[src/hdl/cpot_pkg.sv]
// ----------------------------------------------------------------------------
// cpot_pkg
// Shared constants and types of the convex polygon overlap test.
// ----------------------------------------------------------------------------
`default_nettype none

package cpot_pkg;

  // Width of the coordinate ports.
  localparam int FIELD_BITS = 16;

  // Smallest polygon the test accepts.
  localparam int MIN_VERTICES = 3;

  // Control from the sequencer to the projection unit.
  typedef struct packed {
    logic clear;  // start of a new axis: forget both ranges
    logic valid;  // vertex data on the read port is a projection operand
    logic poly;   // polygon the vertex belongs to
  } proj_ctl_t;

endpackage

`default_nettype wire

[src/hdl/cpot_proj.sv]
// ----------------------------------------------------------------------------
// cpot_proj
// Projects vertices onto the current axis and tracks each polygon's range.
// ----------------------------------------------------------------------------
`default_nettype none

module cpot_proj #(
  parameter int COORD_BITS = 16
) (
  input  wire                         clk_i,
  input  wire                         rst_ni,
  input  wire cpot_pkg::proj_ctl_t    ctl_i,
  input  wire signed [COORD_BITS-1:0] vx_i,
  input  wire signed [COORD_BITS-1:0] vy_i,
  input  wire signed [COORD_BITS:0]   nx_i,
  input  wire signed [COORD_BITS:0]   ny_i,
  output logic                        sep_o,
  output logic                        pend_o
);

  localparam int PW = 2 * COORD_BITS + 1;
  localparam int DW = PW + 1;

  logic signed [PW-1:0] px_q, py_q;
  logic                 v_q, tag_q;
  logic [1:0]           seen_q;
  logic signed [DW-1:0] lo0_q, hi0_q, lo1_q, hi1_q;
  logic signed [DW-1:0] dot;

  // Products registered before the sum.
  always_ff @(posedge clk_i) begin
    px_q <= PW'(vx_i) * PW'(nx_i);
    py_q <= PW'(vy_i) * PW'(ny_i);
  end

  always_ff @(posedge clk_i or negedge rst_ni) begin
    if (!rst_ni) begin
      v_q    <= 1'b0;
      tag_q  <= 1'b0;
      seen_q <= '0;
    end else begin
      v_q   <= ctl_i.valid;
      tag_q <= ctl_i.poly;
      if (ctl_i.clear) begin
        seen_q <= '0;
      end else if (v_q) begin
        seen_q[tag_q] <= 1'b1;
      end
    end
  end

  assign dot = DW'(px_q) + DW'(py_q);

  // Min/max update; first projection of an axis seeds both ends.
  always_ff @(posedge clk_i) begin
    if (v_q && !tag_q) begin
      if (!seen_q[0] || dot < lo0_q) lo0_q <= dot;
      if (!seen_q[0] || dot > hi0_q) hi0_q <= dot;
    end
    if (v_q && tag_q) begin
      if (!seen_q[1] || dot < lo1_q) lo1_q <= dot;
      if (!seen_q[1] || dot > hi1_q) hi1_q <= dot;
    end
  end

  // Touching ranges do not separate.
  assign sep_o  = (hi0_q < lo1_q) || (hi1_q < lo0_q);
  assign pend_o = v_q;

endmodule

`default_nettype wire

[config.mk]
export PLATFORM = sky130hd
export DESIGN_NAME = cpot_proj
export DESIGN_NICKNAME = d
export VERILOG_FILES = /design/src/hdl/cpot_pkg.sv /design/src/hdl/cpot_proj.sv
export SDC_FILE = /design/constraint.sdc
export NUM_CORES = 2
export LEC_CHECK = 0
export ABC_CLOCK_PERIOD_IN_PS = 10400
export BUFFER_PORTS_ARGS = -buffer_cell sky130_fd_sc_hd__buf_2
export CAP_MARGIN = 20
export CORE_AREA = 2 2 184 366
export CTS_CLUSTER_DIAMETER = 40
export DETAILED_ROUTE_END_ITERATION = 8
export DIE_AREA = 0 0 186 368
export MAX_ROUTING_LAYER = met4
export PLACE_DENSITY = 0.68
export SLEW_MARGIN = 10
export SYNTH_ARGS = -nofsm -noshare
export SYNTH_HDL_FRONTEND = slang
export SYNTH_SLANG_ARGS = --single-unit
[constraint.sdc]
create_clock -name clk_i -period 10.4 [get_ports clk_i]
set_input_delay 0 -clock clk_i [delete_from_list [all_inputs] [get_ports clk_i]]
set_output_delay 0 -clock clk_i [all_outputs]
set_load 0.005 [all_outputs]
== After elaboration in Yosys (flattened, before gate mapping) ==
Index checks and enable logic that the tools add are counted.
Word-level totals
  register bits after elaboration: 206
  RAM bits: 0
  bits in read-only memories: 0
  latch bits: 0
  memories kept: 0
  output and inout bits: 2
  input port bits: 71
Operators by class
  mux-type cells: 4
  reduce and logical (&&, ||, !) cells: 16
  shift-type cells: 0
  div/mod/pow operators: 0
  bitwise gates (word level): 1
  $lt $le $gt $ge: 8
  $mul: 2
  equal/unequal tests: 0
  $add $sub $neg: 1
Operator list (number)
  less-than comparator 34 bit: 4
  > comparator 34 bit: 2
  multiplier 16 x 17 -> 33 bit: 2
  adder 33 x 33 -> 34 bit: 1
  AND reduction 2 bit: 4
  logical OR 1 bit: 5
  2-to-1 mux 2 bit: 2
  logical AND 1 bit: 3
  logical NOT 1 bit: 3
  less-than comparator 1 x 2 -> 1 bit (second input constant): 1
  OR 2 bit: 1
  nonzero test 2 bit: 1
  demux 1 bit (select 1 bit): 1
  >= comparator 1 bit (second input constant): 1
  2-to-1 mux 1 bit: 1

== Longest topological paths before layout ==
  depth after elaboration: 7
  depth in mapped cells: 24
  mapped depth without buffers: 22

== Least setup slack after synthesis ==
Ideal clock, no wire load.
  kind: reg2reg
  start point: reg px_q[0]
  end point: reg lo0_q[0] (enable)
  buffers on the path: 0
  cell stages (with the launch flop): 20
  arrival: 6.043 ns
  slack: 3.880 ns
  path through: dfxtp_1 ha_1 inv_1 fa_1 nor2b_1 o31a_1 o21a_1 a21o_1 a21oi_1 o21a_1 xnor2_1 ha_1 a21o_1 a21o_1 a21o_1 a21o_1 a21o_1 a21oi_1 o21ai_0 a211oi_1
Between the ends
  word-level cells in the longest chain between the ends: 4
RTL lines
  start, declared: line cpot_proj.sv:24  | logic signed [PW-1:0] px_q, py_q;
  start signal, assigned: line cpot_proj.sv:32  | px_q <= PW'(vx_i) * PW'(nx_i);
  adder 33 x 33 -> 34 bit: line cpot_proj.sv:52  | assign dot = DW'(px_q) + DW'(py_q);
  named net dot[12]: line cpot_proj.sv:28  | logic signed [DW-1:0] dot;
  less-than comparator 34 bit: line cpot_proj.sv:57  | if (!seen_q[0] || dot < lo0_q) lo0_q <= dot;
  logical OR 1 bit: line cpot_proj.sv:57
  AND reduction 2 bit (no line)
  end signal, assigned: line cpot_proj.sv:57
  end, declared: line cpot_proj.sv:27  | logic signed [DW-1:0] lo0_q, hi0_q, lo1_q, hi1_q;
The timed path passes the listed nets, and every way through them passes these cells.
A chain may end at the register's enable or synchronous reset.

== Worst setup path in the final report ==
  start point: in nx_i[0]
  end point: reg px_q[32]
Between the ends
  word-level cells in the longest chain between the ends: 1
RTL lines
  start, declared: line cpot_proj.sv:15  | input wire signed [COORD_BITS:0] nx_i,
  multiplier 16 x 17 -> 33 bit: line cpot_proj.sv:32
No other way between the ends.

==> results.toml <==
[yosys]
synth_compound_gate_area_share_pct = 8.87
yosys_register_bits = 206
synth_area_um2 = 32600
yosysWarnings = 0
synth_top_family_by_area = "adder cells"
seq_area_frac_synth_pct = 16.9
yosys.area_share.simple_pct = 12.2
synthCells = 3322
syn_area_per_cell_um2 = 9.80
synth_edf_count = 136
syn_nets = 4347
muxShareOfSynthArea_pct = 0
async_flop_share_pct = 1.94
synth_xor_area_share_pct = 2.80
synthFlopType = "edfxtp_1"
synth_cell_types = 69
synthAdderAreaFrac_pct = 49.4

[drt]
dr.first_iter.drc_count = 967
wl_mm = 79.4
drt_pre_antenna_iters = 5
wl_per_cell_um = 18.6
vias = 22800
routed_via_density = 5.34
drc = 0
ant_nets = 0

[setup_path]
r2r_slack_ns = 4.57
crit_arrival_ns = 6.37
end_kind = "flop"
cp.required_ns = 10.85
cpMostUsedCell = "fa_1"
crit_slowest_cell = "dlygate4sd3_1"
critPathCapture = "px_q[32]"
rr_worst_depth = 18
cp_cell_sequence = "dlygate4sd3_1 > buf_2 > nand2b_1 > fa_1 > fa_1 > inv_1 > fa_1 > fa_1 > fa_1 > inv_1 > fa_1 > inv_1 > ha_1 > a21o_1 > a21o_1 > a211oi_2 > a21boi_2 > a221oi_4 > a311oi_2 > a311o_1 > a21oi_2 > xnor2_1"
max_stage_delay_ns = 0.52
r2r_end = "lo1_q[4]"
r2r-start = "px_q[6]"
path_class = "input pin to flop"
crit_start = "nx_i[0]"
startpoint_type = "input pin"
crit_fanout = 16

[placement]
port_buffers = 72
routabilityCongestion = 0.952
dp_hpwl_mm = 67.3

[final_layout]
fillers = 5882
area_growth_pct = 7.26
drive_above_1_share_pct = 4.89
multi_input_area_um2 = 23900
seq_area_um2 = 5510
nets = 4404

[floorplan]
start_util_pct = 49.5
core.rowCount = 133
num_io_pins = 73
die_area_um2 = 68400
die_x_um = 186
die_y_um = 368
core_um2 = 65700

[sta]
min_period_over_period_pct = 56.9
fin_crit_ns = 5.92
worstMarginPinSlew_ns = 1.04
fin_setup_tns_ns = 0
fin_hold_ws_ns = 0.0873
rsz0062_at_grt = "no"
finalHoldViolCount = 0
slew_viol_final = 0
maxSlewHeadroom_pct = 30.2
skew_ns = 0.0204
setup_violations = 0
fmax_mhz = 169

[clock_tree]
clockBufferDepth = 3
cts-buffers-inserted = 25
htreeDepth = 1
cts_tree = "yes"
cts_num_sinks = 206
clk_pin_slew_worst_paths_ns = 0.06
cts_repair_resize_count = 0
insertion_delay_ns = 0.53
cts-root-buf = "clkbuf_16"

[grt]
grt_pass1_wl_mm = 128
overflow = 0
grt_pass1_vias = 25600
antenna_found_initial = 3
grt_max_degree = 35
track_usage_pct = 25.1

[run]
drv_cap = 0

[hold_path]
worstHoldPathType = "input pin to flop"
holdCritStartpoint = "nx_i[1]"

[outcome]
status = "finished, final reports clean"
==> routing by layer <==
layer	global-route usage, %	up-vias	share of wire (%)
met5	-	-	0
met2	48.6	524	57
met4	17.8	0	8.9
li1	-	10600	-
met3	1.77	287	2.4
met1	22.2	11500	31
==> worst max-delay path, delay by kind of cell <==
kind / cells / cell delay (ns)
fa+ha+maj: 7 / 3.14
compound gates: 8 / 1.92
buf+inv: 5 / 0.98
simple gates: 1 / 0.21
xor+xnor: 1 / 0.12
==> layout by cell type, fill, tap and decap left out, drive strengths merged, types with 17 or more instances in the layout <==
| master | count |
|---|---|
| inv | 776 |
| fa | 553 |
| ha | 401 |
| nand2 | 293 |
| and2 | 261 |
| edfxtp | 136 |
| a21o | 115 |
| a21oi | 110 |
| buf | 98 |
| nor2 | 88 |
| xnor2 | 80 |
| o21ai | 67 |
| dfxtp | 66 |
| nand4 | 45 |
| clkbuf | 30 |
| xor2 | 24 |
| nand2b | 23 |
| o21a | 22 |
| nor2b | 17 |
| nor3 | 17 |
==> cell type report <==
type,instances,share of cell area [%]
Timing Repair Buffer,107,1.85
Multi-Input combinational cell,2266,68.4
Antenna cell,3,0.0215
Tap cell,877,3.14
Inverter,773,8.31
Clock buffer,30,2.02
Clock inverter,15,0.494
Sequential cell,206,15.8
==> metrics by stage <==
| step | util, % | std cells | setup WS, ns | instance area, µm² |
|---|---|---|---|---|
| after floorplan | - | 3322 | 3.88 | 32600 |
| after global placement | 51.6 | 4220 | 4.27 | 34000 |
| after detailed placement | 51.6 | 4220 | 4.20 | 34000 |
| after CTS | 53.1 | 4274 | 4.51 | 34900 |
| after global routing | 53.1 | 4277 | 4.17 | 34900 |
| final | 53.1 | 4277 | 4.48 | 34900 |
==> cell usage after synthesis (3+ instances only) <==
master	n	area, µm²
inv_1	773	2900
fa_1	553	11100
ha_1	401	5020
nand2_1	293	1100
and2_1	261	1630
edfxtp_1	136	4080
a21o_1	114	856
a21oi_1	108	541
nor2_1	88	330
xnor2_1	80	701
clkbuf_1	76	285
dfxtp_1	66	1320
o21ai_0	62	310
nand4_1	45	282
xor2_1	24	210
nand2b_1	23	144
o21a_1	22	165
nor2b_1	17	106
nor3_1	17	85.1
o21bai_1	15	113
nand3_1	14	70.1
and3_1	12	75.1
a211oi_1	11	82.6
a31oi_1	9	56.3
a2111oi_0	8	70.1
nor4_1	7	43.8
o211ai_1	6	45.0
o221ai_1	6	52.6
a221o_1	5	50.1
o21ai_1	5	25.0
dfrtp_1	4	100
o2111ai_1	4	35.0
or2_2	4	25.0
a211oi_2	3	37.5
a221oi_1	3	26.3
and4_1	3	26.3
o31ai_1	3	22.5
or3_1	3	18.8
==> flip-flops by register name, indices dropped and copies added, names as in the netlist <==
signal,cells
hi0_q,34
hi1_q,34
lo0_q,34
lo1_q,34
pend_o,1
px_q,33
py_q,33
seen_q,2
tag_q,1
==> worst min path at each step <==
stage                      to  cells past startpoint  slack, ns
floorplan              pend_o                      0      -0.30
global placement       pend_o                      1      -0.19
detailed placement  seen_q[0]                      1      -0.18
CTS                   px_q[1]                      3       0.07
global route          px_q[1]                      3       0.08
finish                px_q[1]                      3       0.09
==> what timing repair did <==
action	CTS	global route
hold buffers	9	0
hold endpoints to repair	10	0
buffers inserted	0	0
==> cell families (layout without fill, tap and decap cells) <==
group	count (synthesis)	after routing
AO/OA/AOI/OAI	416	416
adder cells (fa/ha/maj)	954	954
buffers and inverters	850	925
other	0	3
flip-flops	206	206
AND/OR/NAND/NOR	792	792
XOR/XNOR	104	104
Power is not shown: default switching activity piles up to over one toggle a cycle in this logic, so the estimate is an artifact.
